File: src/sv/mcdt_pkg.sv
// ----------------------------------------------------------------------------
// Mouse cursor drag tracker package
// Shared widths, register indexes, reset values and bundle types.
// ----------------------------------------------------------------------------
`default_nettype none

package mcdt_pkg;

   // Coordinate width of the cursor, the anchor and the edge registers.
   localparam int COORD_BITS  = 11;
   // Two extra bits hold the signed sum of a position and a delta.
   localparam int CALC_BITS   = COORD_BITS + 2;
   localparam int STATUS_BITS = 8;
   localparam int DELTA_BITS  = 8;
   // A negated 8-bit delta needs one more bit.
   localparam int STEP_BITS   = DELTA_BITS + 1;

   // Configuration register indexes.
   localparam int CSR_IDX_BITS = 2;
   localparam logic [CSR_IDX_BITS-1:0] CSR_LEFT_EDGE   = 2'd0;
   localparam logic [CSR_IDX_BITS-1:0] CSR_RIGHT_EDGE  = 2'd1;
   localparam logic [CSR_IDX_BITS-1:0] CSR_TOP_EDGE    = 2'd2;
   localparam logic [CSR_IDX_BITS-1:0] CSR_BOTTOM_EDGE = 2'd3;

   // Reset values.
   localparam logic [COORD_BITS-1:0] LEFT_EDGE_RESET   = COORD_BITS'(10);
   localparam logic [COORD_BITS-1:0] RIGHT_EDGE_RESET  = COORD_BITS'(1300);
   localparam logic [COORD_BITS-1:0] TOP_EDGE_RESET    = COORD_BITS'(10);
   localparam logic [COORD_BITS-1:0] BOTTOM_EDGE_RESET = COORD_BITS'(700);
   localparam logic [COORD_BITS-1:0] POS_RESET         = COORD_BITS'(300);

   // Button bit positions in the status byte.
   localparam int BTN_LEFT   = 0;
   localparam int BTN_RIGHT  = 1;
   localparam int BTN_MIDDLE = 2;

   // Edge registers handed from the register block to the datapath.
   typedef struct packed {
      logic [COORD_BITS-1:0] left_edge;
      logic [COORD_BITS-1:0] right_edge;
      logic [COORD_BITS-1:0] top_edge;
      logic [COORD_BITS-1:0] bottom_edge;
   } edges_type;

   // One result transaction.
   typedef struct packed {
      logic [COORD_BITS-1:0] cursor_x;
      logic [COORD_BITS-1:0] cursor_y;
      logic                  left_button;
      logic                  right_button;
      logic                  middle_button;
      logic                  press_event;
      logic                  drag_event;
      logic                  release_event;
      logic [COORD_BITS-1:0] circle_center_x;
      logic [COORD_BITS-1:0] circle_center_y;
      logic [COORD_BITS-1:0] circle_radius;
   } rsp_data_type;

endpackage

`default_nettype wire

File: src/sv/mcdt_req_if.sv
// ----------------------------------------------------------------------------
// Mouse packet channel
// Valid/ready channel carrying one three-byte relative mouse packet.
// ----------------------------------------------------------------------------
`default_nettype none

interface mcdt_req_if;
   logic                                   valid;
   logic                                   ready;
   logic [mcdt_pkg::STATUS_BITS-1:0]       status_byte;
   logic signed [mcdt_pkg::DELTA_BITS-1:0] delta_x;
   logic signed [mcdt_pkg::DELTA_BITS-1:0] delta_y;

   modport source (output valid, status_byte, delta_x, delta_y, input ready);
   modport sink   (input valid, status_byte, delta_x, delta_y, output ready);
endinterface

`default_nettype wire

File: src/sv/mcdt_rsp_if.sv
// ----------------------------------------------------------------------------
// Cursor result channel
// Valid/ready channel carrying the cursor, buttons, events and drag circle.
// ----------------------------------------------------------------------------
`default_nettype none

interface mcdt_rsp_if;
   logic                              valid;
   logic                              ready;
   logic [mcdt_pkg::COORD_BITS-1:0]   cursor_x;
   logic [mcdt_pkg::COORD_BITS-1:0]   cursor_y;
   logic                              left_button;
   logic                              right_button;
   logic                              middle_button;
   logic                              press_event;
   logic                              drag_event;
   logic                              release_event;
   logic [mcdt_pkg::COORD_BITS-1:0]   circle_center_x;
   logic [mcdt_pkg::COORD_BITS-1:0]   circle_center_y;
   logic [mcdt_pkg::COORD_BITS-1:0]   circle_radius;

   modport source (
      output valid, cursor_x, cursor_y, left_button, right_button, middle_button,
             press_event, drag_event, release_event, circle_center_x,
             circle_center_y, circle_radius,
      input  ready
   );
   modport sink (
      input  valid, cursor_x, cursor_y, left_button, right_button, middle_button,
             press_event, drag_event, release_event, circle_center_x,
             circle_center_y, circle_radius,
      output ready
   );
endinterface

`default_nettype wire

File: src/sv/mcdt_csr_if.sv
// ----------------------------------------------------------------------------
// Configuration write channel
// Valid/ready channel carrying a register index and write data.
// ----------------------------------------------------------------------------
`default_nettype none

interface mcdt_csr_if;
   logic                               valid;
   logic                               ready;
   logic [mcdt_pkg::CSR_IDX_BITS-1:0]  index;
   logic [mcdt_pkg::COORD_BITS-1:0]    data;

   modport source (output valid, index, data, input ready);
   modport sink   (input valid, index, data, output ready);
endinterface

`default_nettype wire

File: src/sv/mcdt_csr_regs.sv
// ----------------------------------------------------------------------------
// Edge configuration registers
// Holds the four clamp edges; a write transaction is taken every cycle.
// ----------------------------------------------------------------------------
`default_nettype none

module mcdt_csr_regs (
   input  wire logic                clock,
   input  wire logic                reset,
   mcdt_csr_if.sink                 csr,
   output mcdt_pkg::edges_type      edges
);

   mcdt_pkg::edges_type edges_ff;
   mcdt_pkg::edges_type edges_in;
   logic                wr_en;

   // Writes never stall.
   assign csr.ready = 1'b1;
   assign wr_en     = csr.valid && csr.ready;

   // Decode the register index.
   always_comb begin
      edges_in = edges_ff;
      if (wr_en) begin
         case (csr.index)
            mcdt_pkg::CSR_LEFT_EDGE:   edges_in.left_edge   = csr.data;
            mcdt_pkg::CSR_RIGHT_EDGE:  edges_in.right_edge  = csr.data;
            mcdt_pkg::CSR_TOP_EDGE:    edges_in.top_edge    = csr.data;
            mcdt_pkg::CSR_BOTTOM_EDGE: edges_in.bottom_edge = csr.data;
            default:                   edges_in             = edges_ff;
         endcase
      end
   end

   always_ff @(posedge clock) begin
      if (reset) begin
         edges_ff.left_edge   <= mcdt_pkg::LEFT_EDGE_RESET;
         edges_ff.right_edge  <= mcdt_pkg::RIGHT_EDGE_RESET;
         edges_ff.top_edge    <= mcdt_pkg::TOP_EDGE_RESET;
         edges_ff.bottom_edge <= mcdt_pkg::BOTTOM_EDGE_RESET;
      end else begin
         edges_ff <= edges_in;
      end
   end

   assign edges = edges_ff;

endmodule

`default_nettype wire

File: src/sv/mcdt_axis_clamp.sv
// ----------------------------------------------------------------------------
// Axis move and clamp
// Moves one coordinate by a signed step when it lies strictly between its
// edges, then clamps it: low edge first, then high edge on that result.
// ----------------------------------------------------------------------------
`default_nettype none

module mcdt_axis_clamp (
   input  wire logic [mcdt_pkg::COORD_BITS-1:0]       pos,
   input  wire logic signed [mcdt_pkg::STEP_BITS-1:0] step,
   input  wire logic [mcdt_pkg::COORD_BITS-1:0]       lo_edge,
   input  wire logic [mcdt_pkg::COORD_BITS-1:0]       hi_edge,
   output logic [mcdt_pkg::COORD_BITS-1:0]            new_pos
);

   localparam int CW = mcdt_pkg::COORD_BITS;
   localparam int SW = mcdt_pkg::CALC_BITS;
   localparam int DW = mcdt_pkg::STEP_BITS;

   logic signed [SW-1:0] pos_s;
   logic signed [SW-1:0] lo_s;
   logic signed [SW-1:0] hi_s;
   logic signed [SW-1:0] step_s;
   logic signed [SW-1:0] moved;
   logic signed [SW-1:0] low_clamped;
   logic signed [SW-1:0] high_clamped;

   // Widen everything to a signed range that holds edge+1, edge-1 and the sum.
   assign pos_s  = signed'({2'b00, pos});
   assign lo_s   = signed'({2'b00, lo_edge});
   assign hi_s   = signed'({2'b00, hi_edge});
   assign step_s = signed'({{(SW-DW){step[DW-1]}}, step});

   // The step only applies while the position is inside both edges.
   assign moved = ((pos_s > lo_s) && (pos_s < hi_s)) ? pos_s + step_s : pos_s;

   // The high-edge clamp is applied last, so it wins a conflict.
   assign low_clamped  = (moved <= lo_s) ? lo_s + SW'(1) : moved;
   assign high_clamped = (low_clamped >= hi_s) ? hi_s - SW'(1) : low_clamped;

   // Edge wrap is modulo the coordinate width.
   assign new_pos = high_clamped[CW-1:0];

endmodule

`default_nettype wire

File: src/sv/mouse_cursor_drag_tracker_unit.sv
// ----------------------------------------------------------------------------
// Mouse cursor drag tracker
// Decodes relative mouse packets, moves and clamps a cursor, and reports
// left-button press, drag and release with the drag circle.
// ----------------------------------------------------------------------------
//
//   Channel | Dir | Transaction
//   --------+-----+----------------------------------------------------------
//   req     | in  | status_byte, delta_x, delta_y (one mouse packet)
//   rsp     | out | cursor, buttons, events, circle center and radius
//   csr     | in  | index, data (edge register write)
//
// A packet is captured in an input register and its result is formed
// combinationally by the axis clamps and the event logic into the result
// register; one packet is taken every cycle while the result does not stall.
// Cursor and button history advance when a packet moves into the result
// register, and the anchor then latches on a press. A stalled result holds
// while one more packet waits in the input register. Synchronous reset clears
// valids and history and presets cursor and edges; the anchor has no reset.
//
`default_nettype none

module mouse_cursor_drag_tracker_unit (
   input  wire logic   clock,
   input  wire logic   reset,
   mcdt_req_if.sink    req,
   mcdt_rsp_if.source  rsp,
   mcdt_csr_if.sink    csr
);

   localparam int CW = mcdt_pkg::COORD_BITS;
   localparam int DW = mcdt_pkg::DELTA_BITS;
   localparam int TW = mcdt_pkg::STEP_BITS;

   mcdt_pkg::edges_type    edges;

   // Input stage.
   logic                            in_vld_ff;
   logic                            in_vld_in;
   logic [mcdt_pkg::STATUS_BITS-1:0] status_ff;
   logic signed [DW-1:0]            delta_x_ff;
   logic signed [DW-1:0]            delta_y_ff;

   // Tracking state.
   logic [CW-1:0]                   pos_x_ff;
   logic [CW-1:0]                   pos_y_ff;
   logic [CW-1:0]                   anchor_x_ff;
   logic [CW-1:0]                   anchor_y_ff;
   logic                            prev_left_ff;

   // Result stage.
   logic                            rsp_vld_ff;
   logic                            rsp_vld_in;
   mcdt_pkg::rsp_data_type          rsp_data_ff;
   mcdt_pkg::rsp_data_type          rsp_data_in;

   logic                            req_fire;
   logic                            advance;
   logic signed [TW-1:0]            step_x;
   logic signed [TW-1:0]            step_y;
   logic [CW-1:0]                   new_x;
   logic [CW-1:0]                   new_y;
   logic                            left_btn;
   logic                            press;
   logic                            drag;
   logic                            release_evt;

   mcdt_csr_regs u_csr_regs (
      .clock (clock),
      .reset (reset),
      .csr   (csr),
      .edges (edges)
   );

   // Handshake: the input stage moves on whenever the result register frees.
   assign advance   = in_vld_ff && (!rsp_vld_ff || rsp.ready);
   assign req.ready = !in_vld_ff || advance;
   assign req_fire  = req.valid && req.ready;

   assign in_vld_in  = req_fire || (in_vld_ff && !advance);
   assign rsp_vld_in = advance || (rsp_vld_ff && !rsp.ready);

   // Screen y grows downward, so the vertical delta is negated.
   assign step_x = TW'(delta_x_ff);
   assign step_y = -TW'(delta_y_ff);

   mcdt_axis_clamp u_axis_x (
      .pos     (pos_x_ff),
      .step    (step_x),
      .lo_edge (edges.left_edge),
      .hi_edge (edges.right_edge),
      .new_pos (new_x)
   );

   mcdt_axis_clamp u_axis_y (
      .pos     (pos_y_ff),
      .step    (step_y),
      .lo_edge (edges.top_edge),
      .hi_edge (edges.bottom_edge),
      .new_pos (new_y)
   );

   // Left-button edge detection against the previous packet.
   assign left_btn    = status_ff[mcdt_pkg::BTN_LEFT];
   assign press       = !prev_left_ff && left_btn;
   assign drag        = prev_left_ff && left_btn;
   assign release_evt = prev_left_ff && !left_btn;

   // Result assembly; the circle fields are zero outside a drag.
   always_comb begin
      rsp_data_in                 = '0;
      rsp_data_in.cursor_x        = new_x;
      rsp_data_in.cursor_y        = new_y;
      rsp_data_in.left_button     = left_btn;
      rsp_data_in.right_button    = status_ff[mcdt_pkg::BTN_RIGHT];
      rsp_data_in.middle_button   = status_ff[mcdt_pkg::BTN_MIDDLE];
      rsp_data_in.press_event     = press;
      rsp_data_in.drag_event      = drag;
      rsp_data_in.release_event   = release_evt;
      if (drag) begin
         rsp_data_in.circle_center_x = (new_x < anchor_x_ff) ? new_x : anchor_x_ff;
         rsp_data_in.circle_center_y = (new_y < anchor_y_ff) ? new_y : anchor_y_ff;
         rsp_data_in.circle_radius   = (new_x >= anchor_x_ff) ? new_x - anchor_x_ff
                                                              : anchor_x_ff - new_x;
      end
   end

   // Control and tracking state.
   always_ff @(posedge clock) begin
      if (reset) begin
         in_vld_ff    <= 1'b0;
         rsp_vld_ff   <= 1'b0;
         pos_x_ff     <= mcdt_pkg::POS_RESET;
         pos_y_ff     <= mcdt_pkg::POS_RESET;
         prev_left_ff <= 1'b0;
      end else begin
         in_vld_ff  <= in_vld_in;
         rsp_vld_ff <= rsp_vld_in;
         if (advance) begin
            pos_x_ff     <= new_x;
            pos_y_ff     <= new_y;
            prev_left_ff <= left_btn;
         end
      end
   end

   // Payload registers.
   always_ff @(posedge clock) begin
      if (req_fire) begin
         status_ff  <= req.status_byte;
         delta_x_ff <= req.delta_x;
         delta_y_ff <= req.delta_y;
      end
      if (advance) begin
         rsp_data_ff <= rsp_data_in;
      end
      // A press latches the new cursor as the drag anchor.
      if (advance && press) begin
         anchor_x_ff <= new_x;
         anchor_y_ff <= new_y;
      end
   end

   assign rsp.valid           = rsp_vld_ff;
   assign rsp.cursor_x        = rsp_data_ff.cursor_x;
   assign rsp.cursor_y        = rsp_data_ff.cursor_y;
   assign rsp.left_button     = rsp_data_ff.left_button;
   assign rsp.right_button    = rsp_data_ff.right_button;
   assign rsp.middle_button   = rsp_data_ff.middle_button;
   assign rsp.press_event     = rsp_data_ff.press_event;
   assign rsp.drag_event      = rsp_data_ff.drag_event;
   assign rsp.release_event   = rsp_data_ff.release_event;
   assign rsp.circle_center_x = rsp_data_ff.circle_center_x;
   assign rsp.circle_center_y = rsp_data_ff.circle_center_y;
   assign rsp.circle_radius   = rsp_data_ff.circle_radius;

   // At most one left-button event per result transaction.
   a_one_event: assert property (@(posedge clock) disable iff (reset)
      rsp_vld_ff |-> $onehot0({rsp_data_ff.press_event, rsp_data_ff.drag_event,
                               rsp_data_ff.release_event}))
      else $error("more than one left-button event in a result");

   // Press or drag exactly when the left button is down.
   a_event_button: assert property (@(posedge clock) disable iff (reset)
      rsp_vld_ff |-> ((rsp_data_ff.press_event || rsp_data_ff.drag_event)
                      == rsp_data_ff.left_button))
      else $error("left-button events disagree with the left button");

   // Circle fields stay zero outside a drag.
   a_circle_zero: assert property (@(posedge clock) disable iff (reset)
      (rsp_vld_ff && !rsp_data_ff.drag_event) |->
         (rsp_data_ff.circle_center_x == '0 && rsp_data_ff.circle_center_y == '0 &&
          rsp_data_ff.circle_radius == '0))
      else $error("circle fields set outside a drag");

   // A press leaves the anchor equal to the cursor it produced.
   a_anchor_latch: assert property (@(posedge clock) disable iff (reset)
      (advance && press) |=> (anchor_x_ff == pos_x_ff && anchor_y_ff == pos_y_ff))
      else $error("anchor not latched on press");

endmodule

`default_nettype wire
File: src/flat_wrapper.sv
// flat-port wrapper written by rule: the top's interface ports become plain ports
module mouse_cursor_drag_tracker_unit_flat 
  (clock, reset, req_valid, req_status_byte, req_delta_x, req_delta_y, req_ready, rsp_valid, rsp_cursor_x, rsp_cursor_y, rsp_left_button, rsp_right_button, rsp_middle_button, rsp_press_event, rsp_drag_event, rsp_release_event, rsp_circle_center_x, rsp_circle_center_y, rsp_circle_radius, rsp_ready, csr_valid, csr_index, csr_data, csr_ready);
  mcdt_req_if req_i ();
  mcdt_rsp_if rsp_i ();
  mcdt_csr_if csr_i ();
  input  wire logic clock;
  input  wire logic reset;
  input wire logic [$bits(req_i.valid)-1:0] req_valid;
  input wire logic [$bits(req_i.status_byte)-1:0] req_status_byte;
  input wire logic [$bits(req_i.delta_x)-1:0] req_delta_x;
  input wire logic [$bits(req_i.delta_y)-1:0] req_delta_y;
  output wire logic [$bits(req_i.ready)-1:0] req_ready;
  output wire logic [$bits(rsp_i.valid)-1:0] rsp_valid;
  output wire logic [$bits(rsp_i.cursor_x)-1:0] rsp_cursor_x;
  output wire logic [$bits(rsp_i.cursor_y)-1:0] rsp_cursor_y;
  output wire logic [$bits(rsp_i.left_button)-1:0] rsp_left_button;
  output wire logic [$bits(rsp_i.right_button)-1:0] rsp_right_button;
  output wire logic [$bits(rsp_i.middle_button)-1:0] rsp_middle_button;
  output wire logic [$bits(rsp_i.press_event)-1:0] rsp_press_event;
  output wire logic [$bits(rsp_i.drag_event)-1:0] rsp_drag_event;
  output wire logic [$bits(rsp_i.release_event)-1:0] rsp_release_event;
  output wire logic [$bits(rsp_i.circle_center_x)-1:0] rsp_circle_center_x;
  output wire logic [$bits(rsp_i.circle_center_y)-1:0] rsp_circle_center_y;
  output wire logic [$bits(rsp_i.circle_radius)-1:0] rsp_circle_radius;
  input wire logic [$bits(rsp_i.ready)-1:0] rsp_ready;
  input wire logic [$bits(csr_i.valid)-1:0] csr_valid;
  input wire logic [$bits(csr_i.index)-1:0] csr_index;
  input wire logic [$bits(csr_i.data)-1:0] csr_data;
  output wire logic [$bits(csr_i.ready)-1:0] csr_ready;
  assign req_i.valid = req_valid;
  assign req_i.status_byte = req_status_byte;
  assign req_i.delta_x = req_delta_x;
  assign req_i.delta_y = req_delta_y;
  assign req_ready = req_i.ready;
  assign rsp_valid = rsp_i.valid;
  assign rsp_cursor_x = rsp_i.cursor_x;
  assign rsp_cursor_y = rsp_i.cursor_y;
  assign rsp_left_button = rsp_i.left_button;
  assign rsp_right_button = rsp_i.right_button;
  assign rsp_middle_button = rsp_i.middle_button;
  assign rsp_press_event = rsp_i.press_event;
  assign rsp_drag_event = rsp_i.drag_event;
  assign rsp_release_event = rsp_i.release_event;
  assign rsp_circle_center_x = rsp_i.circle_center_x;
  assign rsp_circle_center_y = rsp_i.circle_center_y;
  assign rsp_circle_radius = rsp_i.circle_radius;
  assign rsp_i.ready = rsp_ready;
  assign csr_i.valid = csr_valid;
  assign csr_i.index = csr_index;
  assign csr_i.data = csr_data;
  assign csr_ready = csr_i.ready;
  mouse_cursor_drag_tracker_unit u_core (.clock(clock), .reset(reset), .req(req_i), .rsp(rsp_i), .csr(csr_i));
endmodule
File: config.mk
export PLATFORM = sky130hd
export DESIGN_NAME = mouse_cursor_drag_tracker_unit_flat
export DESIGN_NICKNAME = d
export VERILOG_FILES = /design/src/sv/mcdt_pkg.sv /design/src/sv/mcdt_req_if.sv /design/src/sv/mcdt_rsp_if.sv /design/src/sv/mcdt_csr_if.sv /design/src/sv/mcdt_csr_regs.sv /design/src/sv/mcdt_axis_clamp.sv /design/src/sv/mouse_cursor_drag_tracker_unit.sv /design/src/flat_wrapper.sv
export SDC_FILE = /design/constraint.sdc
export NUM_CORES = 1
export LEC_CHECK = 0
export ABC_AREA = 1
export BUFFER_PORTS_ARGS = -buffer_cell sky130_fd_sc_hd__clkbuf_2
export CORE_UTILIZATION = 35
export DETAILED_ROUTE_END_ITERATION = 12
export HOLD_SLACK_MARGIN = 0.05
export SKIP_CTS_REPAIR_TIMING = 1
export SLEW_MARGIN = 5
export SYNTH_ARGS = -nofsm -noshare
export SYNTH_HDL_FRONTEND = slang
export SYNTH_SLANG_ARGS = --single-unit
export TNS_END_PERCENT = 20
File: constraint.sdc
create_clock -name clock -period 8.1 [get_ports clock]
set_input_delay 1.62 -clock clock [delete_from_list [all_inputs] [get_ports clock]]
set_output_delay 1.62 -clock clock [all_outputs]
set_load 0.01 [all_outputs]
# [After elaboration in Yosys (flattened, before gate mapping)]
# Index checks and enable logic that the tools add are counted.
[totals] ff_bits=171 out_inout_bits=64
[op_classes] n_addsub=9 order_cmp=11 eq_ne=3 muxes=9 reduce_logical=25
[op_table] cell="$mux W11" count=5
[op_table] cell="$mux W13" count=4
[op_table] cell="$lt A11 B11 Y1" count=4
[op_table] cell="$ge A13 B12 Y1" count=2
[op_table] cell="$le A13 B12 Y1" count=2
[op_table] cell="$add A11 B1 Y12 const B" count=2
[op_table] cell="$gt A11 B11 Y1" count=2
[op_table] cell="$sub A11 B1 Y11 const B" count=2
[op_table] cell="$sub A11 B11 Y11" count=2
[op_table] cell="$add A12 B8 Y13" count=1
[op_table] cell="$add A12 B9 Y13" count=1
[op_table] cell="$ge A11 B11 Y1" count=1
[op_table] cell="$logic_and A1 B1 Y1" count=10
[op_table] cell="$neg A8 Y9" count=1
[op_table] cell="$reduce_and A2 Y1" count=4
[op_table] cell="$logic_not A1 Y1" count=6
[op_table] cell="$eq A2 B2 Y1 const B" count=2
[op_table] cell="$logic_or A1 B1 Y1" count=4
[op_table] cell="$eq A2 B1 Y1 const B" count=1
[op_table] cell="$logic_not A2 Y1" count=1

# [Longest topological paths before layout]
# Gate-level depths: netlist of run 1.
[depth] ltp_word=9 ltp_mapped=58 ltp_nobuf=54

# [Modules after synthesis]
# From an unflattened synthesis of run 1, not the netlist that was laid out.
[unflattened] hier_cells=1692 area_unflattened_um2=12848.6
[modules_own_cells] mod="mouse_cursor_drag_tracker_unit" instances=1 cells_per_inst=607 area_per_inst_um2=6060.8 seq_area_each_um2=3563.4
[modules_own_cells] mod="mcdt_axis_clamp (u_core.u_axis_x)" instances=1 cells_per_inst=414 area_per_inst_um2=2506.2 seq_area_each_um2=0.0
[modules_own_cells] mod="mcdt_axis_clamp (u_core.u_axis_y)" instances=1 cells_per_inst=408 area_per_inst_um2=2502.4 seq_area_each_um2=0.0
[modules_own_cells] mod="mcdt_csr_regs" instances=1 cells_per_inst=263 area_per_inst_um2=1779.2 seq_area_each_um2=880.8

# [Worst setup path before layout of run 1]
# No wires, ideal clock.
[synth_path] path_type="flip-flop to flip-flop" start="register u_core.u_csr_regs.edges_ff, in the netlist u_core.u_csr_regs.edges[42]" end="register u_core.rsp_data_ff, in the netlist u_core.rsp.circle_radius[10] (data pin)" setup_ps=255 arrival_ps=6705 required_time_ps=7845 path_slack_ps=1141 stages_incl_launch_ff=54 n_path_buf=4 path_cell_list="dfxtp_1 inv_1 ha_1 nand2_1 nor2_2 and2_1 nand4_1 nand2_2 nor2_4 inv_1 clkbuf_1 nand2_1 o21ai_0 ha_1 a21oi_1 nor2_1 o21ai_0 nand2_1 [... 18 more ...] o21ai_1 ha_1 nand2_1 o21ai_0 nand2_1 nand2_1 a21oi_1 o21ai_0 inv_1 o21ai_0 a21oi_1 nor2_1 nor2_1 nand2_1 clkbuf_1 o2111ai_1 a21oi_1 nor2_1"
[synth_via] elab_chain_len=9 word_cells_on_any_way=12 classes_between="add/sub (3); order compare (4); mux (4); reduce/logical (1)"
[synth_lines] item="from (decl)" line="mcdt_csr_regs.sv:14" text="mcdt_pkg::edges_type edges_ff;"
[synth_lines] item="from (signal assigned)" line="mcdt_csr_regs.sv:43" text="edges_ff <= edges_in;"
[synth_lines] item="$gt A11 B11 Y1" line="mcdt_axis_clamp.sv:35" text="assign moved = ((pos_s > lo_s) && (pos_s < hi_s)) ? pos_s + step_s : pos_s;"
[synth_lines] item="$logic_and A1 B1 Y1" line="mcdt_axis_clamp.sv:35"
[synth_lines] item="$mux W13" line="mcdt_axis_clamp.sv:35"
[synth_lines] item="$le A13 B12 Y1" line="mcdt_axis_clamp.sv:38" text="assign low_clamped = (moved <= lo_s) ? lo_s + SW'(1) : moved;"
[synth_lines] item="$mux W13 (*)" line="mcdt_axis_clamp.sv:38"
[synth_lines] item="$ge A13 B12 Y1" line="mcdt_axis_clamp.sv:39" text="assign high_clamped = (low_clamped >= hi_s) ? hi_s - SW'(1) : low_clamped;"
[synth_lines] item="$mux W11 (*)" line="mcdt_axis_clamp.sv:39"
[synth_lines] item="net u_core.new_x[1]" line="mouse_cursor_drag_tracker_unit.sv:61" text="logic [CW-1:0] new_x;"
[synth_lines] item="$sub A11 B11 Y11 (tied with other cells)" line="mouse_cursor_drag_tracker_unit.sv:124" text=": anchor_x_ff - new_x;"
[synth_lines] item="$mux W11 (*)" line="mouse_cursor_drag_tracker_unit.sv:123" text="rsp_data_in.circle_radius = (new_x >= anchor_x_ff) ? new_x - anchor_x_ff"
[synth_lines] item="to (signal assigned)" line="mouse_cursor_drag_tracker_unit.sv:155" text="rsp_data_ff <= rsp_data_in;"
[synth_lines] item="to (decl)" line="mouse_cursor_drag_tracker_unit.sv:54" text="mcdt_pkg::rsp_data_type rsp_data_ff;"
# Mark *: on every way through the listed nets, which the timed path passes. The rest lies on a longest branch.
# A chain may end at the register's enable or synchronous reset.

# [Worst setup path in the final report of run 1]
[layout_path] start="register u_core.pos_x_ff[2]" end="register u_core.rsp_data_ff, in the netlist u_core.rsp.circle_radius[9] (data pin)"
[layout_via] elab_chain_len=9 word_cells_on_any_way=13 classes_between="add/sub (3); order compare (5); mux (4); reduce/logical (1)"
[layout_lines] item="from (decl)" line="mouse_cursor_drag_tracker_unit.sv:45" text="logic [CW-1:0] pos_x_ff;"
[layout_lines] item="from (signal assigned)" line="mouse_cursor_drag_tracker_unit.sv:133" text="pos_x_ff <= mcdt_pkg::POS_RESET;"
[layout_lines] item="from (signal assigned)" line="mouse_cursor_drag_tracker_unit.sv:140" text="pos_x_ff <= new_x;"
[layout_lines] item="$gt A11 B11 Y1 or $lt A11 B11 Y1 (tied branches)" line="mcdt_axis_clamp.sv:35"
[layout_lines] item="$logic_and A1 B1 Y1" line="mcdt_axis_clamp.sv:35"
[layout_lines] item="$mux W13 (*)" line="mcdt_axis_clamp.sv:35"
[layout_lines] item="$le A13 B12 Y1" line="mcdt_axis_clamp.sv:38"
[layout_lines] item="$mux W13 (*)" line="mcdt_axis_clamp.sv:38"
[layout_lines] item="$ge A13 B12 Y1" line="mcdt_axis_clamp.sv:39"
[layout_lines] item="$mux W11 (*)" line="mcdt_axis_clamp.sv:39"
[layout_lines] item="$sub A11 B11 Y11 (tied with other cells)" line="mouse_cursor_drag_tracker_unit.sv:124"
[layout_lines] item="$mux W11 (*)" line="mouse_cursor_drag_tracker_unit.sv:123"
# Mark *: on every way between the ends. The rest lies on a longest branch, timed or not.

==> results_dict.tcl, run 1 <==
set metrics [dict create \
    outcome "complete, no violations" \
    ys_async_sr_fraction_pct 0 \
    ys_types 54 \
    core_area_mm2 0.03278 \
    grt_start_max_net_pins 78 \
    peakVddDrop_mv 0.1920 \
    slowest_delay_ns 0.53 \
    hold_viol 0 \
    path_clk_slew_ns 0.07 \
    min-delay-path-class "flop to flop" \
    route.antenna.remaining_nets 0 \
    setup_viol 0 \
    worst_slew_pin_slew_ns 1.118 \
    r2r-start "u_core.pos_x_ff[2]" \
    ys_dominant_reg_cell "edfxtp_1" \
    cts_tree "done" \
    yosysTopAreaCell "edfxtp_1" \
    first_iter_violations 571 \
    powerDensity_mw_per_mm2 422.9 \
    dieArea_mm2 0.03423 \
    slowest_stage "dfxtp_1" \
    fin_area_mm2 0.01351 \
    stdcell_count 2007 \
    startpoint_type "flop" \
    utilization_pct 41.20 \
    holdPathStages 0 \
    arrival_ns 7.56 \
    fin_nets 1741 \
    met3_length_mm 1.563 \
    syn_area_mm2 0.01172 \
    globalRouteOverflowTotal 0 \
    die_height_um 185.0 \
    clock_sinks 171 \
    cp.required_ns 8.29 \
    placedCellCount 1973 \
    synthTopCellsByArea "edfxtp_1 26%, ha_1 15%, dfxtp_1 12%" \
    cp_num_buf_inv 6 \
    yosysTopAreaCellShare_pct 26.13 \
    io_pins 106 \
    worstSetupPathType "flop to flop" \
    cp_max_fo 13 \
    finalClockSkew_ns 0.01673 \
    top_layer "met4" \
    fmax_mhz 135.7 \
    finalWeightedCongestion 0.9086 \
    worst-r2r-setup-slack_ns 0.73 \
    clockRootBuffer "clkbuf_16" \
    cts_buffers 17 \
    dr.pass1.iters 5 \
    placed_area_mm2 0.01288 \
    viasPerCell 4.949 \
    crit_top_cell "nand2_1" \
    holdPathEnd "u_core.rsp.right_button" \
    path_delay_family "simple AND/OR/NAND/NOR gates" \
    critPathLaunch "u_core.pos_x_ff[2]" \
    max_cap_violations 0 \
    dp_hpwl_mm 23.29 \
    maxSlewViolCount 0 \
    ctsHtreeMaxLevel 4 \
    rows 66 \
    wl_met1_mm 14.74 \
    start_util_pct 35.76 \
    syn_nets 1620 \
    p_leak_nw 6.254 \
    synth.avg_cell_area_um2 8.193 \
    drc 0 \
    die_w_um 185.0 \
    reg2reg_to "u_core.rsp.circle_radius[9]" \
    clock_tree.buffer_depth 2 \
    worstRegToRegCells 49 \
    grt_pass1_vias 9258 \
    finalCriticalPeriod_ns 7.367 \
    area_growth_pct 15.21 \
    dr_wl_met2_mm 12.62 \
    vias 9933 \
    nFillCells 3316 \
    drive_gt1_share_pct 14.89 \
    antenna_found_initial 0 \
    period_share_pct 90.95 \
    wl_mm 29.40 \
    clk_latency_ns 0.45 \
    endpoint_kind "flop" \
    wl_per_cell_um 14.65 \
    ys_ff_latch 171 \
    synth_edf_count 102 \
    ys_warn_count 0 \
    grtUsageTotal_pct 17.57 \
    diodes 0 \
    ys_seq_area_share_pct 37.91 \
    port_buffers 99 \
    maxSlewHeadroom_pct 25.36 \
    grt_pass1_wl_mm 46.77 \
    syn_inst 1431 \
    hold_path.startpoint "u_core.status_ff[1]" \
]
-- cell usage in the layout, fill, tap and decap left out, types with 10 or more instances in the layout --
| master | instances |
|---|---|
| xor2_1 | 34 |
| nor2_1 | 77 |
| nand4_1 | 19 |
| a21oi_1 | 156 |
| nand2_1 | 260 |
| xnor2_1 | 10 |
| inv_1 | 187 |
| buf_4 | 36 |
| clkbuf_16 | 18 |
| o21ai_1 | 19 |
| nor3_1 | 14 |
| o211ai_1 | 14 |
| nand3_1 | 68 |
| o21ai_0 | 116 |
| dfxtp_1 | 69 |
| edfxtp_1 | 102 |
| clkbuf_2 | 99 |
| ha_1 | 143 |
-- power breakdown --
| group | internal (mW) | leakage (nW) | total (mW) | switching, mW |
|---|---|---|---|---|
| sequential | 1.16 | 1.54 | 1.24 | 0.0819 |
| combinational | 1.33 | 4.43 | 3.66 | 2.33 |
| clock | 0.424 | 0.283 | 0.814 | 0.390 |
-- per-layer routing --
metal  up-vias  track usage, %
met1      4530           24.75
met5         -               0
met3        28           3.126
li1       5132               -
met4         0           4.926
met2       243           27.37
-- per-stage QoR --
stage                     hold slack [ns]  setup TNS, ns  setup slack (ns)  power, mW
after global routing               0.4428       -0.02699          -0.02699      6.252
after global placement             0.4016              0            0.5296      4.739
after floorplan                    0.4003              0             1.141      3.723
after CTS                          0.4221              0            0.3982      5.663
after detailed placement           0.4056              0            0.4400      4.834
final                              0.4208              0            0.7333      5.711
-- registers in the layout, summed over array words and instances (netlist names), 11 cells and up --
name and count:
u_core.u_csr_regs.edges 44, u_core.anchor_x_ff 11, u_core.anchor_y_ff 11, u_core.pos_x_ff 11, u_core.pos_y_ff 11, u_core.rsp.circle_center_x 11, u_core.rsp.circle_center_y 11, u_core.rsp.circle_radius 11
u_core.rsp.cursor_x 11, u_core.rsp.cursor_y 11
-- synth_stat cells (all sizes together), types with 11 or more instances --
| library cell | instances |
|---|---|
| a21oi | 158 |
| buf | 11 |
| clkbuf | 23 |
| dfxtp | 69 |
| edfxtp | 102 |
| ha | 143 |
| inv | 197 |
| nand2 | 269 |
| nand3 | 80 |
| nand4 | 19 |
| nor2 | 83 |
| nor3 | 19 |
| o211ai | 16 |
| o21ai | 143 |
| xor2 | 34 |
-- layout make-up --
| class | count | area [µm²] | area share, % |
|---|---|---|---|
| Sequential cell | 171 | 4444 | 32.90 |
| Tap cell | 442 | 553.0 | 4.094 |
| Timing Repair Buffer | 135 | 765.7 | 5.669 |
| Multi-Input combinational cell | 1027 | 6405 | 47.42 |
| Clock buffer | 19 | 454.2 | 3.363 |
| Clock inverter | 13 | 120.1 | 0.8893 |
| Inverter | 199 | 757.0 | 5.604 |
| Timing Repair inverter | 1 | 7.507 | 0.05558 |
-- cells by family after synthesis --
group	share of synthesized area, %
xor gates and xnor gates	3.287
adders and majority gates	15.94
other	0.03199
and+or+nand+nor	18.74
AOI/OAI and AO/OA	16.28
DFF	37.91
buffers and inverters	7.812
-- worst max path at each step --
stage / endpoint / slack [ns] / cells after the start
after floorplan: u_core.rsp.circle_radius[10] / 1.14 / 53
after global placement: u_core.rsp.circle_radius[9] / 0.53 / 52
after detailed placement: u_core.rsp.circle_radius[9] / 0.44 / 52
after CTS: u_core.rsp.circle_radius[9] / 0.40 / 49
after global routing: u_core.rsp.circle_radius[9] / -0.03 / 50
final: u_core.rsp.circle_radius[9] / 0.73 / 49
-- worst reg2reg max path: cells and delay by family, from the launching register on --
| kind | cells | cell delay, ns |
|---|---|---|
| compound gates | 13 | 1.70 |
| fa+ha+maj | 4 | 1.28 |
| buf+inv | 6 | 0.71 |
| flops | 1 | 0.53 |
| simple gates | 26 | 2.89 |
(Power assumes the default switching activity.)
==> run 2: changes to the inputs <==
SYNTH_HIERARCHICAL = 1   (was unset)
==> run 2 against run 1 <==
Compared with the run above:
- global-route usage is 0.39 points higher
- synthesized cell count rose by 18%
- power increased by 6.9%
- clock skew down 0.0051 ns
- worst setup slack worse by 0.0039 ns
- sequential share of layout area decreased by 2.0 points
- utilization fell by 1.1 points
- critical path depth is 5 lower
- sequential cell count is the same
- final cell count increased by 12%
- routed wire length is 11% higher
- critical endpoint is now u_core/rsp.circle_radius[1]
- highest routed layer unchanged
==> results_dict.tcl, run 2 <==
set metrics [dict create \
    slowest_stage "o21ai_0" \
    largest_reg_flops 44 \
    r2r-start "u_core/u_csr_regs/edges[39]" \
    die_w_um 193.6 \
    finalCriticalPeriod_ns 7.371 \
    ys_seq_area_share_pct 34.59 \
    maxSlewViolCount 0 \
    viasPerCell 4.835 \
    max_cap_violations 0 \
    stdcell_count 2250 \
    synth_xor_area_share_pct 4.158 \
    grt_pass1_wl_mm 53.16 \
    outcome "complete, no violations" \
    final_cell_mix "456 x nand2_1, 216 x inv_1, 184 x nor2_1, 146 x ha_1, 102 x edfxtp_1" \
    first_iter_violations 610 \
    die_height_um 193.6 \
    ctsHtreeMaxLevel 4 \
    worstRegToRegCells 44 \
    maxSlewHeadroom_pct 21.06 \
    placedCellCount 2214 \
    wl_per_cell_um 14.55 \
    setup_viol 0 \
    synth_fa_ha_area_share_pct 14.84 \
    hold_viol 0 \
    period_share_pct 90.99 \
    fmax_mhz 135.7 \
    syn_nets 1884 \
    yosysTopAreaCellShare_pct 23.84 \
    cp.required_ns 8.31 \
    area_growth_pct 11.76 \
    final_common_cell "nand2_1" \
    grt_pass1_vias 10380 \
    crit_top_cell "nand2_1" \
    antenna_found_initial 0 \
    vias 10880 \
    io_pins 106 \
    dp_hpwl_mm 25.95 \
    slowest_delay_ns 0.50 \
    critPathLaunch "u_core/u_csr_regs/edges[39]" \
    synthSimpleGateAreaFrac_pct 29.50 \
    busiest_layer "met2" \
    synth.most_common_cell "nand2_1" \
    grtUsageTotal_pct 17.96 \
    rows 69 \
    peakVddDrop_mv 0.2276 \
    reg2reg_to "u_core/rsp.circle_radius[1]" \
    p_leak_nw 7.050 \
    min-delay-path-class "flop to flop" \
    synth_top_family_by_area "simple AND/OR/NAND/NOR gates" \
    syn_inst 1692 \
    worst_slew_pin_slew_ns 1.180 \
    syn_area_mm2 0.01285 \
    startpoint_type "flop" \
    clock_sinks 171 \
    clockRootBuffer "clkbuf_16" \
    ys_warn_count 6 \
    finalClockSkew_ns 0.01165 \
    fin_nets 1968 \
    arrival_ns 7.58 \
    start_util_pct 35.86 \
    dr.pass1.iters 5 \
    cp_max_fo 23 \
    synth_compound_area_share_pct 7.985 \
    route.antenna.remaining_nets 0 \
    rsz0062_at_grt "false" \
    ys_types 48 \
    synth_edf_count 102 \
    globalRouteOverflowTotal 0 \
    path_clk_slew_ns 0.07 \
    endpoint_kind "flop" \
    wl_mm 32.73 \
    final.setup.tns_ns 0 \
    dieArea_mm2 0.03748 \
    ys_dominant_reg_cell "edfxtp_1" \
    cts_buffers 17 \
    port_buffers 99 \
    ys_async_sr_fraction_pct 0 \
    nFillCells 3696 \
    ff_latch_area_mm2 0.004444 \
    drc 0 \
    grt_start_max_net_pins 46 \
    finalWeightedCongestion 0.9073 \
    clk_latency_ns 0.45 \
    gr-usage-met3_pct 2.842 \
    ys_ff_latch 171 \
    drive_gt1_share_pct 12.91 \
    multi_input_area_mm2 0.007273 \
    met1_usage_pct 23.33 \
    muxShareOfSynthArea_pct 0 \
    cts_tree "done" \
    clock_tree.buffer_depth 2 \
    worst-r2r-setup-slack_ns 0.73 \
    synth.avg_cell_area_um2 7.594 \
    synthTopCellsByArea "edfxtp_1 24%, ha_1 14%, nand2_1 13%" \
    diodes 0 \
    powerDensity_mw_per_mm2 425.3 \
    worstSetupPathType "flop to flop" \
    yosysTopAreaCell "edfxtp_1" \
    core_area_mm2 0.03583 \
    gr-usage-met2_pct 30.57 \
    synth_commonest_cells "456 x nand2_1, 216 x inv_1, 185 x nor2_1" \
    cp-endpoint "u_core/rsp.circle_radius[1]" \
]
==> run 2: metal layers <==
metal,routed length [µm],up-vias
met5,0,-
met4,489,0
met3,1271,31
met2,15360,201
met1,15610,4974
li1,-,5672
==> run 2: through the flow <==
step / power [mW] / hold WS [ns] / worst slack (ns) / cell area [µm²] / util (%)
global route: 6.743 / 0.4394 / 0.02939 / 14360 / 40.08
finish: 6.107 / 0.4244 / 0.7294 / 14360 / 40.08
global placement: 5.177 / 0.4004 / 0.8199 / 13720 / 38.29
detailed placement: 5.246 / 0.4118 / 0.6550 / 13720 / 38.29
floorplan: 4.364 / 0.4003 / 2.057 / 12850 / -
CTS: 6.110 / 0.4286 / 0.6490 / 14320 / 39.97
==> run 2: layout make-up <==
cell class	count	share of cell area (%)
inverter	232	6.108
clock inverter	13	1.037
timing repair buffer	111	4.078
sequential	171	30.95
clock buffer	19	3.163
tap	461	4.017
multi-input combinational	1243	50.65
==> run 2: worst min path at each step <==
stage | to | start | slack [ns] | cells after the start
global placement | u_core/rsp.middle_button | u_core/status_ff[2] | 0.40 | 0
finish | u_core/rsp.right_button | u_core/status_ff[1] | 0.42 | 0
floorplan | u_core/rsp.middle_button | u_core/status_ff[2] | 0.40 | 0
CTS | u_core/rsp.right_button | u_core/status_ff[1] | 0.43 | 0
global route | u_core/rsp.right_button | u_core/status_ff[1] | 0.44 | 0
detailed placement | u_core/rsp.right_button | u_core/status_ff[1] | 0.41 | 0
==> run 2: report_power, final <==
group	switching (mW)	internal (mW)	leakage, nW
Clock	0.388	0.456	0.287
Combinational	2.71	1.32	5.23
Sequential	0.0840	1.15	1.54
==> run 2: critical path: cells and delay by family (launching register included) <==
kind	cells	cell delay [ns]
AO/OA/AOI/OAI	8	1.70
AND/OR/NAND/NOR	27	3.34
adder cells (fa/ha/maj)	4	1.21
flip-flops	1	0.40
buffers and inverters	5	0.47
==> run 2: kinds of logic (layout without fill, tap and decap cells) <==
family | Yosys count | after routing
DFF | 171 | 171
other | 1 | 1
and+or+nand+nor | 850 | 850
buffers and inverters | 278 | 375
adders and majority gates | 150 | 150
AOI/OAI and AO/OA | 181 | 181
xor gates and xnor gates | 61 | 61
